`config.mk`:
```
export PLATFORM = sky130hd
export DESIGN_NAME = utf16le_to_utf8_stream_unit
export DESIGN_NICKNAME = d
export VERILOG_FILES = /design/src/sv/u2u8_pkg.sv /design/src/sv/utf16le_to_utf8_stream_unit.sv /design/src/sv/u2u8_front.sv /design/src/sv/u2u8_queue.sv /design/src/sv/u2u8_back.sv
export SDC_FILE = /design/constraint.sdc
export NUM_CORES = 1
export LEC_CHECK = 0
export BUFFER_PORTS_ARGS = -buffer_cell sky130_fd_sc_hd__buf_4
export CORE_MARGIN = 2
export CORE_UTILIZATION = 40
export CTS_CLUSTER_DIAMETER = 80
export DETAILED_ROUTE_END_ITERATION = 7
export PLACE_DENSITY = 0.6
export SYNTH_ARGS = -nofsm -noshare
export SYNTH_HDL_FRONTEND = slang
export SYNTH_SLANG_ARGS = --single-unit
export TNS_END_PERCENT = 10
```
`constraint.sdc`:
```
create_clock -name clk_i -period 5.78 [get_ports clk_i]
set_input_delay 0.578 -clock clk_i [delete_from_list [all_inputs] [get_ports clk_i]]
set_output_delay 0.578 -clock clk_i [all_outputs]
set_load 0.02 [all_outputs]
```
`src/sv/u2u8_pkg.sv`:
```
// shared types and constants for the utf-16le to utf-8 stream unit
// no dependencies
`timescale 1ns / 1ps

package u2u8_pkg;

  // most output bytes that one input byte can cause
  localparam int MaxBytes = 4;
  localparam int IdxW     = $clog2(MaxBytes);

  // default depth of the queue between front and back
  localparam int QueueDepth = 2;

  localparam logic [15:0] Lim1Byte   = 16'h0080;
  localparam logic [15:0] Lim2Byte   = 16'h0800;
  localparam logic [15:0] SurrBase   = 16'hD800;
  localparam logic [15:0] SurrEnd    = 16'hE000;
  localparam logic [5:0]  HighTag    = 6'b110110;
  localparam logic [5:0]  LowTag     = 6'b110111;
  localparam logic [20:0] PlaneBase  = 21'h10000;

  localparam logic [7:0] Qmark    = 8'h3F;
  localparam logic [7:0] LeadTwo  = 8'hC0;
  localparam logic [7:0] LeadThr  = 8'hE0;
  localparam logic [7:0] LeadFour = 8'hF0;
  localparam logic [7:0] ContMark = 8'h80;

  // one batch of output bytes caused by one input byte
  typedef struct packed {
    logic [MaxBytes-1:0][7:0] bytes;
    logic [IdxW-1:0]          last_idx;
  } job_t;

endpackage

```
`src/sv/utf16le_to_utf8_stream_unit.sv`:
```
// top level of the utf-16le to utf-8 stream unit
// depends on u2u8_pkg, u2u8_front, u2u8_queue, u2u8_back
`timescale 1ns / 1ps

// channel | direction | handshake              | payload
// in      | in        | in_valid_i / in_stall_o   | in_byte_i, end_of_text_i
// out     | out       | out_valid_o / out_stall_i | utf8_byte_o, last_of_run_o
//
// the front takes one byte a cycle while the queue has room; a batch of 1 to 4
// bytes is made only when a code unit completes or text ends, none while a high
// surrogate waits for its pair; the back sends one byte a cycle unless out_stall_i
// is high, and a code unit's bytes go out once its batch reaches the queue head
// reset clears the byte pairing, surrogate state, queue and byte index
// out_stall_i only holds the back; the front runs on until the queue fills

module utf16le_to_utf8_stream_unit #(
  parameter int QueueDepth = u2u8_pkg::QueueDepth
) (
  input  logic       clk_i,
  input  logic       rst_ni,
  input  logic       in_valid_i,
  output logic       in_stall_o,
  input  logic [7:0] in_byte_i,
  input  logic       end_of_text_i,
  output logic       out_valid_o,
  input  logic       out_stall_i,
  output logic [7:0] utf8_byte_o,
  output logic       last_of_run_o
);

  // batch hand-off from front to queue
  logic           push;
  logic           full;
  u2u8_pkg::job_t push_job;

  // head of queue into the back
  logic           pop;
  logic           empty;
  u2u8_pkg::job_t head_job;

  // classify each byte and build the output batch of a code unit
  u2u8_front u_front (
    .clk_i         (clk_i),
    .rst_ni        (rst_ni),
    .in_valid_i    (in_valid_i),
    .in_stall_o    (in_stall_o),
    .in_byte_i     (in_byte_i),
    .end_of_text_i (end_of_text_i),
    .q_full_i      (full),
    .push_o        (push),
    .push_job_o    (push_job)
  );

  // decouples the two sides so either can stall alone
  u2u8_queue #(
    .Depth (QueueDepth)
  ) u_queue (
    .clk_i      (clk_i),
    .rst_ni     (rst_ni),
    .push_i     (push),
    .push_job_i (push_job),
    .full_o     (full),
    .pop_i      (pop),
    .empty_o    (empty),
    .head_job_o (head_job)
  );

  // serialize the head batch, flag its last byte
  u2u8_back u_back (
    .clk_i         (clk_i),
    .rst_ni        (rst_ni),
    .empty_i       (empty),
    .head_job_i    (head_job),
    .pop_o         (pop),
    .out_valid_o   (out_valid_o),
    .out_stall_i   (out_stall_i),
    .utf8_byte_o   (utf8_byte_o),
    .last_of_run_o (last_of_run_o)
  );

endmodule

```
`src/sv/u2u8_front.sv`:
```
// front part: pairs bytes into code units, tracks surrogates, builds byte batches
// depends on u2u8_pkg
`timescale 1ns / 1ps

module u2u8_front (
  input  logic             clk_i,
  input  logic             rst_ni,
  input  logic             in_valid_i,
  output logic             in_stall_o,
  input  logic [7:0]       in_byte_i,
  input  logic             end_of_text_i,
  input  logic             q_full_i,
  output logic             push_o,
  output u2u8_pkg::job_t   push_job_o
);

  logic       phase_q, phase_d;
  logic [7:0] held_q, held_d;
  logic [9:0] hbits_q, hbits_d;
  logic       pend_q, pend_d;

  logic        accept;
  logic [15:0] unit;
  logic [20:0] cp;
  logic [2:0]  n;
  logic [1:0]  off;
  logic [u2u8_pkg::MaxBytes-1:0][7:0] b;

  assign in_stall_o = q_full_i;
  assign accept     = in_valid_i && !q_full_i;
  assign unit       = {in_byte_i, held_q};
  assign cp         = u2u8_pkg::PlaneBase + {1'b0, hbits_q, unit[9:0]};

  always_comb begin
    phase_d = phase_q;
    held_d  = held_q;
    hbits_d = hbits_q;
    pend_d  = pend_q;
    b       = '0;
    n       = 3'd0;
    off     = 2'd0;
    if (!phase_q) begin
      held_d  = in_byte_i;
      phase_d = 1'b1;
    end else begin
      phase_d = 1'b0;
      held_d  = 8'h00;
      if (pend_q && unit[15:10] == u2u8_pkg::LowTag) begin
        b[0]    = u2u8_pkg::LeadFour | {5'b0, cp[20:18]};
        b[1]    = u2u8_pkg::ContMark | {2'b0, cp[17:12]};
        b[2]    = u2u8_pkg::ContMark | {2'b0, cp[11:6]};
        b[3]    = u2u8_pkg::ContMark | {2'b0, cp[5:0]};
        n       = 3'd4;
        pend_d  = 1'b0;
        hbits_d = 10'h000;
      end else begin
        // unpaired high surrogate goes out as a question mark first
        if (pend_q) begin
          b[0]    = u2u8_pkg::Qmark;
          off     = 2'd1;
          pend_d  = 1'b0;
          hbits_d = 10'h000;
        end
        n = {1'b0, off};
        if (unit < u2u8_pkg::Lim1Byte) begin
          b[off] = unit[7:0];
          n      = n + 3'd1;
        end else if (unit < u2u8_pkg::Lim2Byte) begin
          b[off]        = u2u8_pkg::LeadTwo | {3'b0, unit[10:6]};
          b[off + 2'd1] = u2u8_pkg::ContMark | {2'b0, unit[5:0]};
          n             = n + 3'd2;
        end else if (unit < u2u8_pkg::SurrBase || unit >= u2u8_pkg::SurrEnd) begin
          b[off]        = u2u8_pkg::LeadThr | {4'b0, unit[15:12]};
          b[off + 2'd1] = u2u8_pkg::ContMark | {2'b0, unit[11:6]};
          b[off + 2'd2] = u2u8_pkg::ContMark | {2'b0, unit[5:0]};
          n             = n + 3'd3;
        end else if (unit[15:10] == u2u8_pkg::HighTag) begin
          hbits_d = unit[9:0];
          pend_d  = 1'b1;
        end else begin
          // lone low surrogate
          b[off] = u2u8_pkg::Qmark;
          n      = n + 3'd1;
        end
      end
    end
    if (end_of_text_i) begin
      // a high surrogate still waiting at the end of text
      if (pend_d) begin
        b[n[1:0]] = u2u8_pkg::Qmark;
        n         = n + 3'd1;
      end
      phase_d = 1'b0;
      held_d  = 8'h00;
      hbits_d = 10'h000;
      pend_d  = 1'b0;
    end
  end

  assign push_o              = accept && (n != 3'd0);
  assign push_job_o.bytes    = b;
  assign push_job_o.last_idx = u2u8_pkg::IdxW'(n - 3'd1);

  always_ff @(posedge clk_i or negedge rst_ni) begin
    if (!rst_ni) begin
      phase_q <= 1'b0;
      held_q  <= 8'h00;
      hbits_q <= 10'h000;
      pend_q  <= 1'b0;
    end else if (accept) begin
      phase_q <= phase_d;
      held_q  <= held_d;
      hbits_q <= hbits_d;
      pend_q  <= pend_d;
    end
  end

endmodule

```
`src/sv/u2u8_queue.sv`:
```
// short queue of byte batches between front and back
// depends on u2u8_pkg
`timescale 1ns / 1ps

module u2u8_queue #(
  parameter int Depth = u2u8_pkg::QueueDepth
) (
  input  logic           clk_i,
  input  logic           rst_ni,
  input  logic           push_i,
  input  u2u8_pkg::job_t push_job_i,
  output logic           full_o,
  input  logic           pop_i,
  output logic           empty_o,
  output u2u8_pkg::job_t head_job_o
);

  localparam int PtrW = (Depth > 1) ? $clog2(Depth) : 1;
  localparam int CntW = $clog2(Depth + 1);
  localparam logic [PtrW-1:0] LastPtr  = PtrW'(Depth - 1);
  localparam logic [CntW-1:0] FullCnt  = CntW'(Depth);

  u2u8_pkg::job_t mem_q [Depth];
  logic [PtrW-1:0] wr_q, rd_q;
  logic [CntW-1:0] cnt_q, cnt_d;
  logic            do_push, do_pop;

  assign full_o     = (cnt_q == FullCnt);
  assign empty_o    = (cnt_q == '0);
  assign do_push    = push_i && !full_o;
  assign do_pop     = pop_i && !empty_o;
  assign head_job_o = mem_q[rd_q];

  always_comb begin
    cnt_d = cnt_q;
    if (do_push && !do_pop) begin
      cnt_d = cnt_q + CntW'(1);
    end else if (do_pop && !do_push) begin
      cnt_d = cnt_q - CntW'(1);
    end
  end

  always_ff @(posedge clk_i) begin
    if (do_push) begin
      mem_q[wr_q] <= push_job_i;
    end
  end

  always_ff @(posedge clk_i or negedge rst_ni) begin
    if (!rst_ni) begin
      wr_q  <= '0;
      rd_q  <= '0;
      cnt_q <= '0;
    end else begin
      cnt_q <= cnt_d;
      if (do_push) begin
        wr_q <= (wr_q == LastPtr) ? '0 : wr_q + PtrW'(1);
      end
      if (do_pop) begin
        rd_q <= (rd_q == LastPtr) ? '0 : rd_q + PtrW'(1);
      end
    end
  end

endmodule

```
`src/sv/u2u8_back.sv`:
```
// back part: sends the bytes of the head batch one per cycle while out_stall_i is low
// depends on u2u8_pkg
`timescale 1ns / 1ps

module u2u8_back (
  input  logic           clk_i,
  input  logic           rst_ni,
  input  logic           empty_i,
  input  u2u8_pkg::job_t head_job_i,
  output logic           pop_o,
  output logic           out_valid_o,
  input  logic           out_stall_i,
  output logic [7:0]     utf8_byte_o,
  output logic           last_of_run_o
);

  logic [u2u8_pkg::IdxW-1:0] idx_q;
  logic                      take;

  assign out_valid_o   = !empty_i;
  assign utf8_byte_o   = head_job_i.bytes[idx_q];
  assign last_of_run_o = (idx_q == head_job_i.last_idx);
  assign take          = out_valid_o && !out_stall_i;
  assign pop_o         = take && last_of_run_o;

  always_ff @(posedge clk_i or negedge rst_ni) begin
    if (!rst_ni) begin
      idx_q <= '0;
    end else if (take) begin
      idx_q <= last_of_run_o ? '0 : idx_q + u2u8_pkg::IdxW'(1);
    end
  end

endmodule
```
# Word level (Yosys, flattened, before mapping)
# Memories as Yosys holds them, arrays and structs flattened.
# Cells that the tools add are included.
dict set report totals {
  reg_bits 26
  ramBits 68
  in_bits 13
  out_inout_bits 11
  mem_count 1
}
# name words word_bits rd rd_clocked_by_memory_dff write_ports line
set memory_table {}
lappend memory_table {u_queue.mem_q 2 34 1 0 1 u2u8_queue.sv:23} ;# u2u8_pkg::job_t mem_q [Depth];
dict set report op_classes {
  addsub 13
  order_cmp 13
  n_eq_ne 4
  muxes 64
  n_bitwise 6
  n_reduce_logical 24
}
# op n
set ops {}
lappend ops {{two-way mux 32 bit} 8}
lappend ops {{bitwise mux 32 bit} 6}
lappend ops {{two-way mux 10 bit} 8}
lappend ops {{two-way mux 8 bit} 9}
lappend ops {{demux 8 bit (select 2 bit)} 4}
lappend ops {{two-way mux 3 bit} 8}
lappend ops {{bitwise OR 24 bit} 1}
lappend ops {{bitwise OR 6 x 24 -> 24 bit} 1}
lappend ops {{adder 17 x 20 -> 21 bit (first input constant)} 1}
lappend ops {{binary-select mux 8 bit (select 2 bit)} 1}
lappend ops {{>= comparator 16 bit (second input constant)} 1}
lappend ops {{less-than comparator 16 x 12 -> 1 bit (second input constant)} 1}
lappend ops {{less-than comparator 16 bit (second input constant)} 1}
lappend ops {{less-than comparator 16 x 8 -> 1 bit (second input constant)} 1}
lappend ops {{inverter 8 bit} 2}
lappend ops {{less-than comparator 2 x 3 -> 1 bit (second input constant)} 5}
lappend ops {{two-way mux 1 bit} 14}
lappend ops {{logical AND 1 bit} 13}
lappend ops {{== test 6 bit (second input constant)} 2}
lappend ops {{two-way mux 2 bit} 5}
lappend ops {{AND 2 x 8 -> 8 bit} 1}
lappend ops {{AND 8 bit} 1}
lappend ops {{>= comparator 2 x 1 -> 1 bit (second input constant)} 4}
lappend ops {{adder 2 x 1 -> 2 bit (second input constant)} 3}
lappend ops {{other kinds (15)} 23}

# Longest topological paths before layout
# Gate-level depths: netlist of run 1.
dict set report logic_depth {
  word_depth 21
  ltp_mapped 18
  ltp_nobuf 16
}

# Modules after synthesis
# A second synthesis of run 1 with hierarchy kept.
dict set report unflattened {
  hier_cells 442
  hier_area_um2 5356.4
}
# mod instances cells_each area_per_inst_um2 seq_area_each_um2
set by_module_without_submodules {}
lappend by_module_without_submodules {u2u8_queue 1 125 2801.4 2142.1}
lappend by_module_without_submodules {u2u8_front 1 290 2210.9 500.5}
lappend by_module_without_submodules {u2u8_back 1 27 344.1 50.0}

# Least setup slack after synthesis of run 1
# OpenSTA, ideal clock, no wires.
dict set report synth_path {
  path_type {input to register}
  from {in in_byte_i[5]}
  to {mem u_queue.mem_q[0][0] (netlist bit) (enable)}
  setup_time_ns 0.425
  arrival_ns 4.481
  t_required_ns 5.355
  path_slack_ns 0.874
  path_stages 15
  cell_sequence {buf_4 -> nand2b_2 -> or3_1 -> buf_4 -> inv_2 -> ha_1 -> a211o_1 -> nand3b_4 -> inv_1 -> ha_1 -> inv_1 -> ha_1 -> nand2b_1 -> a31oi_4 -> nor2b_1}
}
dict set report synth_between {
  elab_chain_cells 15
  word_cells_on_any_way 28
}
# element line
set synth_lines {}
lappend synth_lines {{from (decl)} utf16le_to_utf8_stream_unit.sv:23} ;# input logic [7:0] in_byte_i,
lappend synth_lines {{less-than comparator 16 bit (tied with other cells)} u2u8_front.sv:72} ;# end else if (unit < u2u8_pkg::SurrBase || unit >= u2u8_pkg::SurrEnd) begin
lappend synth_lines {{logical OR 1 bit or two-way mux 3 bit (tied branches)} {u2u8_front.sv:72, u2u8_front.sv:77}}
lappend synth_lines {{two-way mux 3 bit} u2u8_front.sv:72}
lappend synth_lines {{two-way mux 3 bit} u2u8_front.sv:68} ;# end else if (unit < u2u8_pkg::Lim2Byte) begin
lappend synth_lines {{two-way mux 3 bit} u2u8_front.sv:65} ;# if (unit < u2u8_pkg::Lim1Byte) begin
lappend synth_lines {{two-way mux 3 bit} u2u8_front.sv:48} ;# if (pend_q && unit[15:10] == u2u8_pkg::LowTag) begin
lappend synth_lines {{two-way mux 3 bit} u2u8_front.sv:42} ;# if (!phase_q) begin
lappend synth_lines {{adder 3 x 1 -> 3 bit} u2u8_front.sv:91} ;# n = n + 3'd1;
lappend synth_lines {{two-way mux 3 bit} u2u8_front.sv:89} ;# if (pend_d) begin
lappend synth_lines {{two-way mux 3 bit *} u2u8_front.sv:87} ;# if (end_of_text_i) begin
lappend synth_lines {{nonzero test 3 bit *} u2u8_front.sv:100} ;# assign push_o = accept && (n != 3'd0);
lappend synth_lines {{logical AND 1 bit *} u2u8_front.sv:100}
lappend synth_lines {{logical AND 1 bit *} u2u8_queue.sv:30} ;# assign do_push = push_i && !full_o;
lappend synth_lines {{net u_queue.do_push} u2u8_queue.sv:26} ;# logic do_push, do_pop;
lappend synth_lines {{two-way mux 1 bit *} u2u8_queue.sv:44} ;# if (do_push) begin
lappend synth_lines {{two-way mux 1 bit (not written as such) *} u2u8_queue.sv:45} ;# mem_q[wr_q] <= push_job_i;
lappend synth_lines {{to (decl)} u2u8_queue.sv:23}
# The timed path passes the listed nets; every way through them passes the cells marked *.

# Final worst setup path of run 1
dict set report layout_path {
  from {reg u_front.held_q[7]}
  to {mem u_queue.mem_q[0][6] (netlist bit) (enable)}
}
dict set report layout_between {
  elab_chain_cells 15
  word_cells_on_any_way 23
}
# element line
set layout_lines {}
lappend layout_lines {{from (decl)} u2u8_front.sv:18} ;# logic [7:0] held_q, held_d;
lappend layout_lines {{from (signal assigned)} u2u8_front.sv:112} ;# held_q <= held_d;
lappend layout_lines {{less-than comparator 16 bit or >= comparator 16 bit (tied branches)} u2u8_front.sv:72}
lappend layout_lines {{logical OR 1 bit} u2u8_front.sv:72}
lappend layout_lines {{two-way mux 3 bit} u2u8_front.sv:72}
lappend layout_lines {{two-way mux 3 bit} u2u8_front.sv:68}
lappend layout_lines {{two-way mux 3 bit} u2u8_front.sv:65}
lappend layout_lines {{two-way mux 3 bit} u2u8_front.sv:48}
lappend layout_lines {{two-way mux 3 bit} u2u8_front.sv:42}
lappend layout_lines {{adder 3 x 1 -> 3 bit} u2u8_front.sv:91}
lappend layout_lines {{two-way mux 3 bit} u2u8_front.sv:89}
lappend layout_lines {{two-way mux 3 bit *} u2u8_front.sv:87}
lappend layout_lines {{nonzero test 3 bit *} u2u8_front.sv:100}
lappend layout_lines {{logical AND 1 bit *} u2u8_front.sv:100}
lappend layout_lines {{logical AND 1 bit *} u2u8_queue.sv:30}
lappend layout_lines {{net u_queue.do_push} u2u8_queue.sv:26}
lappend layout_lines {{two-way mux 1 bit *} u2u8_queue.sv:44}
lappend layout_lines {{two-way mux 1 bit (not written as such) *} u2u8_queue.sv:45}
# Marked as above.

==> results of run 1 <==
## sequential cells by signal, indices dropped and copies added, names as in the netlist
name	count
u_front.pend_q	1
u_front.hbits_q	10
u_queue.cnt_q	2
u_front.phase_q	1
u_queue.mem_q	64
u_back.idx_q	2
u_queue.rd_q	1
u_queue.wr_q	1
u_front.held_q	8
## cells by family after synthesis
kind of cell / share of synthesized area [%]
buf+inv: 3.965
xor+xnor: 1.957
simple gates: 13.42
flops: 52.26
compound gates: 14.95
mux: 10.91
fa+ha+maj: 2.542
## synth_stat cells (3+ instances only)
library cell and instances:
a21oi_1 14, and3_1 4, edfxtp_1 64, o21ai_0 22, mux2i_1 12, buf_4 4
dfrtp_1 26, mux2_2 7, nor2_1 23, inv_1 7, buf_1 4, xnor2_1 6
a22o_1 10, o221ai_1 3, nor2b_1 4, mux4_2 15, a31oi_1 5, a211oi_1 8
and2_1 3, xor2_1 5, nand3_1 13, buf_2 6, or3_1 4, o21ai_1 3
a21o_1 7, o21a_1 3, nand2_1 46, clkbuf_1 15, o211ai_1 9, o22ai_1 3
ha_1 10, nor3_1 8
## critical path, cell delays in order, from the launching register on
cell      delay [ns]
dfrtp_1         0.54
nor4_2          0.41
nand3_1         0.52
a31oi_1         0.32
nand3b_4        0.18
inv_1           0.07
ha_1            0.21
inv_1           0.06
ha_1            0.21
nand2b_1        0.17
a31oi_4         0.25
nor2b_2         0.16
buf_4           0.38
## metal layers
| metal | share of wire [%] | up-vias | GRT usage (%) |
|---|---|---|---|
| li1 | - | 1591 | - |
| met1 | 47 | 1599 | 27.48 |
| met2 | 44 | 138 | 26.43 |
| met3 | 6.5 | 18 | 3.479 |
| met4 | 2.9 | 0 | 7.470 |
| met5 | 0 | - | 0 |
## worst paths after layout
check                             startpoint                  end  slack [ns]  cells past startpoint
max                        u_front.held_q[7]  u_queue.mem_q[0][6]        1.92                     12
min                                   rst_ni    u_front.held_q[7]        0.14                      1
max reg2reg                u_front.held_q[7]  u_queue.mem_q[0][6]        1.92                     12
min reg2reg                     u_queue.wr_q         u_queue.wr_q        0.51                      1
max in group asynchronous             rst_ni   u_front.hbits_q[6]        5.39                      1
min in group clk_i              u_queue.wr_q         u_queue.wr_q        0.51                      1
## stage by stage
step                      setup WS, ns  utilization (%)
after detailed placement         1.629            42.94
after global placement           1.749            42.94
after CTS                        1.937            45.50
after global routing             1.570            45.50
after floorplan                 0.8739                -
final                            1.918            45.50
## power groups by stage
stage,clock [mW],sequential [mW],combinational [mW]
after floorplan,0,0.933,0.660
after global placement,0,1.06,0.803
after detailed placement,0,1.06,0.810
after CTS,0.603,1.05,0.813
after global routing,0.632,1.07,0.881
final,0.585,1.04,0.804
## final cells by class
| class | count | area, um^2 |
|---|---|---|
| clock buffer | 9 | 225.2 |
| inverter | 9 | 33.78 |
| tap | 147 | 183.9 |
| timing repair buffer | 28 | 210.2 |
| clock inverter | 7 | 82.58 |
| fill | 1113 | 6546 |
| multi-input combinational | 284 | 2157 |
| sequential | 90 | 2572 |
==> key figures, run 1 <==
Run status
  • Status: completed

Critical path
  • Critical Path Source Type: register
  • Critical setup path kind: register to register
  • Data arrival, critical path: between 3 and 4 ns
  • Worst EP required: 5.76 ns
  • Max FO, Critical Path: 32
  • Crit end category: register

Pwr
  • Power Density: 444.8 mW/mm^2
  • Total power draw: between 2 and 2.5 mW
  • Max VDD drop: 243.1 uV
  • Comb power frac: 33.1%
  • Pint: 1.607 mW
  • Switching pwr: 823.7 uW
  • Sw frac: between 30 and 40%
  • Seq pwr share: 42.9%
  • Clock power frac: 24.1%
  • Leak: 2.021 nW

Detailed routing
  • Drt via density: 5.829
  • DRT iter0 DRCs: 345
  • Via count: 3346
  • Drt drc: 0
  • Total iterations of the first detailed-routing run: 5
  • Routed WL: 11360 um
  • Routed Antenna Nets: 0
  • Average wire per standard cell: 19.78 um

Place
  • DP Cell Count: 558
  • IO Port Bufs: 23
  • Placement Cell Area: 0.005157 mm^2
  • HPWL Detailed: 8085 um
  • GP Congestion: 0.9256

Timing
  • Fmax: 258.9 MHz
  • Final max-slew violation count: 0
  • Unrepaired setup endpoints after global routing: no
  • Min Tclk post-route: 3.862 ns
  • Relative slew slack: 26.99%
  • Worst-margin pin slew: 1.095 ns
  • Setup TNS: 0 ns
  • Tcrit/Tclk final: 66.82%
  • Final setup fails: 0
  • Final Hold Violating Endpoints: 0
  • Worst hold slack: between 0.1 and 0.15 ns
  • Clock Skews: around 0.011 ns

Clock network
  • CTS Buffer Depth: 2
  • Worst-path clk slew: 0.06 ns
  • CTS tree: yes
  • Sink Count: 90
  • Post-CTS Resized: 0
  • Htree depth: 3
  • Post-CTS Hold Buffers: 0
  • CTS root buf: clkbuf_16
  • Clk Latency, worst-skew pair: 0.34 ns
  • Postcts setup bufs: 0
  • TritonCTS buffer count: 9

Floorplan
  • Die Y-Extent: about 110 um
  • Core Rows: 40
  • Core area: 0.01201 mm^2
  • Die X: about 110 um
  • Die area: 0.01321 mm^2
  • Starting Density: 40.98%
  • Num ports: 24

Finish
  • Cell area after layout: 0.005465 mm^2
  • Most common cell after layout, fill and taps aside: edfxtp_1
  • Fin nets: 445
  • Share of cells above drive strength 1: 19.91%
  • Number of inserted diodes: 0
  • Fin cells: roughly 570
  • Area growth from synthesis to layout: 11.03%
  • Commonest non-fill, non-tap cells in the layout: edfxtp_1 (64), nand2_1 (46), buf_4 (28)

Global routing
  • Largest net degree at the start of global routing: 41
  • Vias in the first global route: 3127
  • GR Util All Layers: 18.41%
  • GRT overflow: 0
  • First-pass GRT wire length: 18060 um
  • Initial antenna violation count: 0

Synth
  • Ys async rst share: 28.89%
  • Post-Syn Area per Cell: about 12 um^2
  • Post-synth EDFFs: 64
  • Top area cells in the synthesized netlist: edfxtp_1 (39%), dfrtp_1 (13%), mux4_2 (6.9%)
  • Register bit total from synthesis: 90
  • Cell count after synthesis: 415
  • Synth Net Count: 438
  • Mapped cell area: 0.004922 mm^2
  • Synth cell types: 65
  • Yosys top cell area share: 39.04%
  • Main synth FF type: edfxtp_1
  • Largest area contributor in the netlist: edfxtp_1
  • Seq/Total Area, Yosys: 52.26%
  • Yosys warnings: 0

Worst hold path
  • HP Class: input pin to asynchronous set/reset pin

Run
  • Number of max-cap violations: 0
Note: power is estimated with default switching activity, not from simulation.
==> inputs of run 2 (changes only) <==
- PLACE_DENSITY: 0.6 -> 0.62
- clock period: 5.78 -> 3.4 ns (I/O delays scaled with it)
==> run 2 against run 1 <==
Effect of this change: clock skew grew 0.0021 ns; sequential power grew 66%; total power grew 74%; final cell count grew 3.7%; hold slack gained 0.16 ns; highest routed layer unchanged.
==> key figures, run 2 (same netlist as run 1, synthesis figures left out) <==
Finish
  • Register Area: 0.002572 mm^2 (unchanged)
  • Max reg flops: 64 (unchanged)
  • Most common cell after layout, fill and taps aside: edfxtp_1
  • Fin cells: 595 (+3.7%)
  • Core Util, Final: 47.52% (+2.0 points)
  • Fillers: 1077 (-3.2%)
  • Biggest regs: u_queue.mem_q x64, u_front.hbits_q x10, u_front.held_q x8
  • Area of the multi-input gates: 0.002198 mm^2 (+1.9%)
  • Area growth from synthesis to layout: 15.96%
  • Largest Register: u_queue.mem_q
  • Fin nets: 466 (+4.7%)
  • Share of cells above drive strength 1: 24.55% (+4.6 points)
  • Number of inserted diodes: 0 (unchanged)
  • Commonest non-fill, non-tap cells in the layout: edfxtp_1 (64), nand2_1 (46), buf_4 (45)

Clock network
  • Clk Latency, worst-skew pair: 0.35 ns (about the same)
  • Post-CTS Resized: 0 (unchanged)
  • CTS tree: yes
  • Sink Count: 90 (unchanged)
  • TritonCTS buffer count: 9 (unchanged)
  • CTS Buffer Depth: 2 (unchanged)
  • Htree depth: 3 (unchanged)
  • CTS root buf: clkbuf_16
  • Worst-path clk slew: 0.07 ns (about the same)

Run status
  • Status: completed

Detailed routing
  • Via count: 3485 (+4.2%)
  • Total iterations of the first detailed-routing run: 5 (unchanged)
  • Routed WL: 11990 um (+5.6%)
  • Routed Antenna Nets: 0 (unchanged)
  • Drt drc: 0 (unchanged)
  • DRT iter0 DRCs: 297 (-14%)
  • Average wire per standard cell: 20.15 um (+1.8%)
  • Drt via density: 5.857 (+0.48%)

Critical path
  • Data arrival, critical path: 3.03 ns (-0.81 ns)
  • Critical path cell sequence: buf_4, nand2b_4, or3_1, inv_4, ha_4, a211o_1, nand3b_4, inv_2, ha_2, inv_1, ha_1, nand2b_4, a31oi_4, nor2b_4, buf_12
  • Setup crit start: in_byte_i[5]
  • Worst EP required: 3.44 ns (-2.32 ns)
  • Buffer and inverter count on the worst path: 5 (+2)
  • Critical Path Source Type: input pin
  • CP most frequent cell: nand2b_4
  • Max FO, Critical Path: 32 (unchanged)
  • Crit path max-delay family: simple AND/OR/NAND/NOR gates
  • CP max-delay cell: or3_1
  • Critical setup path kind: input pin to register
  • Crit-path max cell delay: 0.43 ns (-0.11 ns)
  • RR Startpoint: u_front.pend_q
  • Crit end category: register

Floorplan
  • Die X: 114.9 um (unchanged)
  • Starting Density: 40.98% (unchanged)
  • Die Y-Extent: 114.9 um (unchanged)
  • Num ports: 24 (unchanged)
  • Core Rows: 40 (unchanged)
  • Die area: 0.01321 mm^2 (unchanged)
  • Core area: 0.01201 mm^2 (unchanged)

Pwr
  • Max VDD drop: 268.0 uV (+10%)
  • Comb power frac: 34.9% (+1.8 points)
  • Clock power frac: 24.1% (about the same)
  • Leak: 2.149 nW (+6.3%)
  • Switching pwr: 1.434 mW (+74%)
  • Total power draw: 4.223 mW (+74%)
  • Pint: 2.789 mW (+74%)
  • Sw frac: 33.95% (+0.068 points)
  • Power Density: 739.9 mW/mm^2 (+66%)
  • Seq pwr share: 41.0% (-1.9 points)

Timing
  • Tcrit/Tclk final: between 80% and 90%
  • Worst-margin pin slew: 0.8019 ns (-0.2932 ns)
  • Final setup fails: 0 (unchanged)
  • Clock Skews: 0.01268 ns (+0.002108 ns)
  • Final Hold Violating Endpoints: 0 (unchanged)
  • Fmax: 334.4 MHz
  • Final max-slew violation count: 0 (unchanged)
  • Relative slew slack: 46.54% (+20 points)
  • Min Tclk post-route: 2.991 ns
  • Unrepaired setup endpoints after global routing: no
  • Worst hold slack: 0.3013 ns (+0.1636 ns)

Worst hold path
  • Hold_sp: in_byte_i[4]
  • HP Class: input pin to register

Global routing
  • GRT overflow: 0 (unchanged)
  • GR Util All Layers: 19.42% (+1.0 points)
  • Largest net degree at the start of global routing: 33 (-20%)
  • Vias in the first global route: 3411 (+9.1%)
  • First-pass GRT wire length: 19140 um (+6.0%)
  • Initial antenna violation count: 0 (unchanged)

Place
  • IO Port Bufs: 23 (unchanged)
  • HPWL Detailed: 8687 um (+7.4%)
  • DP Cell Count: 578 (+3.6%)
  • GP Congestion: 0.9344 (+0.95%)

Run
  • Number of max-cap violations: 0 (unchanged)
## run 2: cell count changes in the layout (fill, tap and decap cells not counted), moves of 2 or more
cell and delta:
buf_12 +3, buf_4 +17, ha_1 -2, nand2b_4 +2
## run 2: cell type report
cell class	instances	share of cell area, %
sequential	90	45.07
multi-input combinational	284	38.51
timing repair buffer	49	7.146
clock buffer	9	3.946
tap	147	3.222
clock inverter	7	1.469
inverter	9	0.6357
## run 2: worst min-delay path, cell delays in order
cell	delay [ns]
buf_4	0.13
nand2_1	0.06
o21ai_0	0.07
## run 2: per-stage QoR
stage | TNS (ns) | worst slack (ns) | cell area, um^2
floorplan | -4.292 | -0.1042 | 4995
global placement | 0 | 0.1153 | 5389
detailed placement | 0 | 0.05175 | 5389
CTS | 0 | 0.4115 | 5708
global route | 0 | 0.2968 | 5708
finish | 0 | 0.4093 | 5708
## run 2: final timing paths
| path | end | slack (ns) | cells past startpoint |
|---|---|---|---|
| setup reg to reg | u_queue.mem_q[0][1] | 0.50 | 10 |
| min in group asynchronous | u_queue.rd_q | 0.46 | 2 |
| setup / recovery | u_queue.mem_q[0][1] | 0.41 | 15 |
| max in group asynchronous | u_front.held_q[1] | 2.66 | 2 |
| hold / removal | u_front.held_q[4] | 0.30 | 3 |
| hold reg to reg | u_front.hbits_q[2] | 0.52 | 1 |
## run 2: timing repair
item	in CTS	in global routing
hold buffers	1	0
buffers inserted	0	0
hold endpoints to repair	26	0
## run 2: routing by layer
metal	wire, um	track usage (%)	up-vias
met1	5447	26.92	1696
li1	-	-	1629
met4	259	7.550	0
met2	5575	30.08	140
met5	0	0	-
met3	707	4.164	20
## run 2: power groups by stage
| stage | Clock [mW] | Combinational (mW) | Sequential, mW |
|---|---|---|---|
| 2_1_floorplan | 0 | 1.14 | 1.59 |
| 6_report | 1.02 | 1.47 | 1.73 |
| 4_1_cts | 1.06 | 1.49 | 1.74 |
| 3_5_place_dp | 0 | 1.49 | 1.76 |
| 5_1_grt | 1.10 | 1.60 | 1.76 |
| 3_3_place_gp | 0 | 1.46 | 1.75 |
==> inputs of run 3 (changes only) <==
- CTS_CLUSTER_SIZE: default -> 30
- SYNTH_HIERARCHICAL: default -> 1
==> run 3 against run 2 <==
Effect of this change: synthesized cell count is 6.5% higher; clock power is 23% higher; final cell count is 11% higher; clock-buffer cell count is 1 higher; total power is 14% higher; global-route usage is 0.63 points higher; cell area is 9.8% higher; flip-flop and latch count is 4 higher; hold slack worse by 0.053 ns; first-iteration DRC count is 1.3% lower; largest power group is now combinational cells.
==> key figures, run 3 <==
Run status
  • Status: completed

Timing
  • Final setup fails: 0 (unchanged)
  • Unrepaired setup endpoints after global routing: no
  • Worst-margin pin slew: 0.6745 ns (-0.1274 ns)
  • Tcrit/Tclk final: 93.83% (+5.9 points)
  • Final max-slew violation count: 0 (unchanged)
  • Min Tclk post-route: 3.190 ns (+0.1996 ns)
  • Relative slew slack: 55.04% (+8.5 points)
  • Fmax: 313.4 MHz (-6.3%)
  • Final Hold Violating Endpoints: 0 (unchanged)
  • Setup TNS: 0 ns (unchanged)
  • Clock Skews: 0.008799 ns (-0.003884 ns)

Finish
  • Number of inserted diodes: 0 (unchanged)
  • Most common cell after layout, fill and taps aside: edfxtp_1
  • Fin cells: 661 (+11%)
  • Area of the multi-input gates: 0.002405 mm^2 (+9.4%)
  • Fillers: 1201 (+12%)
  • Area growth from synthesis to layout: 17.05%
  • Cell area after layout: 0.006270 mm^2 (+9.8%)
  • Biggest regs: u_queue/mem_q x68, u_front/hbits_q x10, u_front/held_q x8
  • Fin nets: 503 (+7.9%)
  • Share of cells above drive strength 1: 29.90% (+5.3 points)
  • Register Area: 0.002694 mm^2 (+4.7%)
  • Commonest non-fill, non-tap cells in the layout: edfxtp_1 (68), buf_4 (60), nand2_1 (31)
  • Max reg flops: 68 (+6.3%)
  • Core Util, Final: 47.72% (+0.20 points)
  • Largest Register: u_queue/mem_q

Global routing
  • Vias in the first global route: 3912 (+15%)
  • GR Util All Layers: 20.05% (+0.63 points)
  • Largest net degree at the start of global routing: 35 (+6.1%)
  • Initial antenna violation count: 0 (unchanged)
  • First-pass GRT wire length: 21730 um (+14%)
  • GRT overflow: 0 (unchanged)

Run
  • Number of max-cap violations: 0 (unchanged)

Synth
  • Yosys warnings: 6 (+6)
  • Cell count after synthesis: 442 (+6.5%)
  • Mapped cell area: 0.005356 mm^2 (+8.8%)
  • Largest area contributor in the netlist: edfxtp_1
  • Synth cell types: 70 (+7.7%)
  • Most common cell in the synthesized netlist: edfxtp_1
  • Register bit total from synthesis: 94 (+4.4%)
  • Main synth FF type: edfxtp_1
  • Seq/Total Area, Yosys: 50.27% (-2.0 points)
  • Ys async rst share: 27.66% (-1.2 points)
  • Post-Syn Area per Cell: 12.12 um^2 (+2.2%)
  • Yosys top cell area share: 38.12% (-0.92 points)
  • Top cells by count, synth: edfxtp_1 (68), nand2_1 (31), mux2_4 (29)
  • Top area cells in the synthesized netlist: edfxtp_1 (38%), dfrtp_1 (12%), mux2_4 (8.1%)
  • Post-synth EDFFs: 68 (+6.3%)

Floorplan
  • Core Rows: 42 (+5.0%)
  • Die Y-Extent: 119.7 um (+4.2%)
  • Die area: 0.01433 mm^2 (+8.5%)
  • Core area: 0.01314 mm^2 (+9.4%)
  • Num ports: 24 (unchanged)
  • Starting Density: 40.77% (-0.21 points)
  • Die X: 119.7 um (+4.2%)

Detailed routing
  • Via count: 3812 (+9.4%)
  • Drt via density: 5.767 (-1.5%)
  • Routed Antenna Nets: 0 (unchanged)
  • Routed WL: 13780 um (+15%)
  • Average wire per standard cell: 20.85 um (+3.5%)
  • Drt drc: 0 (unchanged)
  • DRT iter0 DRCs: 293 (-1.3%)
  • Total iterations of the first detailed-routing run: 5 (unchanged)

Place
  • IO Port Bufs: 23 (unchanged)
  • DP Cell Count: 644 (+11%)
  • HPWL Detailed: 9725 um (+12%)
  • GP Congestion: 0.9161 (-2.0%)
  • Placement Cell Area: 0.005883 mm^2 (+9.2%)

Clock network
  • Htree depth: 3 (unchanged)
  • Sink Count: 94 (+4.4%)
  • Clk Latency, worst-skew pair: 0.35 ns (about the same)
  • CTS Buffer Depth: 2 (unchanged)
  • CTS root buf: clkbuf_16
  • Post-CTS Resized: 0 (unchanged)
  • TritonCTS buffer count: 9 (unchanged)
  • Worst-path clk slew: 0.07 ns (about the same)
  • CTS tree: yes

Pwr
  • Switching pwr: 1.576 mW (+9.9%)
  • Leak: 2.541 nW (+18%)
  • Max VDD drop: 292.3 uV (+9.1%)
  • Seq pwr share: 36.8% (-4.2 points)
  • Pint: 3.249 mW (+16%)
  • Clock power frac: 26.0% (+1.9 points)
  • Sw frac: 32.66% (-1.3 points)
  • Power Density: 769.5 mW/mm^2 (+4.0%)
  • Comb power frac: 37.2% (+2.3 points)

Worst hold path
  • HP Class: input pin to register

Critical path
  • Data arrival, critical path: 3.46 ns (+0.43 ns)
  • Critical Path Source Type: register
  • Worst EP required: 3.67 ns (+0.23 ns)
  • Critical setup path kind: register to register
  • Crit end category: register
  • Max FO, Critical Path: 6 (-81%)
run 3: per-layer routing:
layer | up-vias | global-route usage (%) | part of all wire [%]
met5 | - | 0 | 0
met4 | 0 | 7.941 | 2.3
met3 | 29 | 3.802 | 6.6
met2 | 148 | 30.36 | 45
met1 | 1878 | 28.50 | 46
li1 | 1757 | - | -
run 3: what timing repair did:
item                      4_1_cts  5_1_grt
hold endpoints to repair       26        0
setup buffers                   0        0
hold buffers                    1        0
run 3: critical path, stage by stage, from the launching register on:
cell and delay (ns):
dfrtp_1 0.46, inv_1 0.20, ha_4 0.30, nand2_1 0.04, a221o_1 0.32, a21oi_2 0.16, inv_1 0.09, ha_1 0.28
mux2i_1 0.15, ha_2 0.18, a31oi_1 0.09, nand2_1 0.17, inv_1 0.07, ha_1 0.33, nor2_1 0.13, xor2_1 0.15
run 3: power groups by stage:
stage,logic [mW],registers (mW),clock network (mW)
2_1_floorplan,1.44,1.65,0
3_3_place_gp,1.76,1.79,0
3_5_place_dp,1.79,1.80,0
4_1_cts,1.80,1.78,1.27
5_1_grt,1.94,1.81,1.32
6_report,1.79,1.78,1.25
run 3: kinds of logic (layout without fill, tap and decap cells):
| logic type | Yosys count | in the layout | share of synthesized area [%] |
|---|---|---|---|
| AO/OA/AOI/OAI | 120 | 120 | 16.38 |
| XOR/XNOR | 11 | 11 | 1.799 |
| adder cells (fa/ha/maj) | 10 | 10 | 2.336 |
| buffers and inverters | 56 | 98 | 5.723 |
| flip-flops | 94 | 94 | 50.27 |
| multiplexers | 47 | 47 | 13.74 |
| other | 1 | 2 | 0.07001 |
| AND/OR/NAND/NOR | 103 | 103 | 9.694 |
run 3: cell type report:
class,instances,area share [%]
flip-flops and latches,94,42.97
inverters,19,1.177
clock buffers,10,3.812
multi-input cells,293,38.36
well taps,176,3.512
clock inverters,6,2.195
repair buffers,63,7.982
run 3: metrics by stage:
stage	hold slack, ns	power (mW)	setup WS, ns
floorplan	0.04441	3.090	-0.03244
global route	0.2589	5.058	0.009553
detailed placement	0.2949	3.589	0.04209
CTS	0.2373	4.850	0.2104
global placement	0.2958	3.550	0.1221
finish	0.2486	4.824	0.2097
run 3: final timing paths:
check                      cells past startpoint               start                 end  slack [ns]
min in group asynchronous                      2              rst_ni   u_front/held_q[3]        0.46
hold / removal                                 2       end_of_text_i  u_front/hbits_q[7]        0.25
max in group asynchronous                      2              rst_ni        u_queue/rd_q        2.63
setup / recovery                              15      u_front/pend_q    u_queue/cnt_q[1]        0.21
hold reg to reg                                2  u_front/hbits_q[3]  u_front/hbits_q[3]        0.49
setup reg to reg                              15      u_front/pend_q    u_queue/cnt_q[1]        0.21
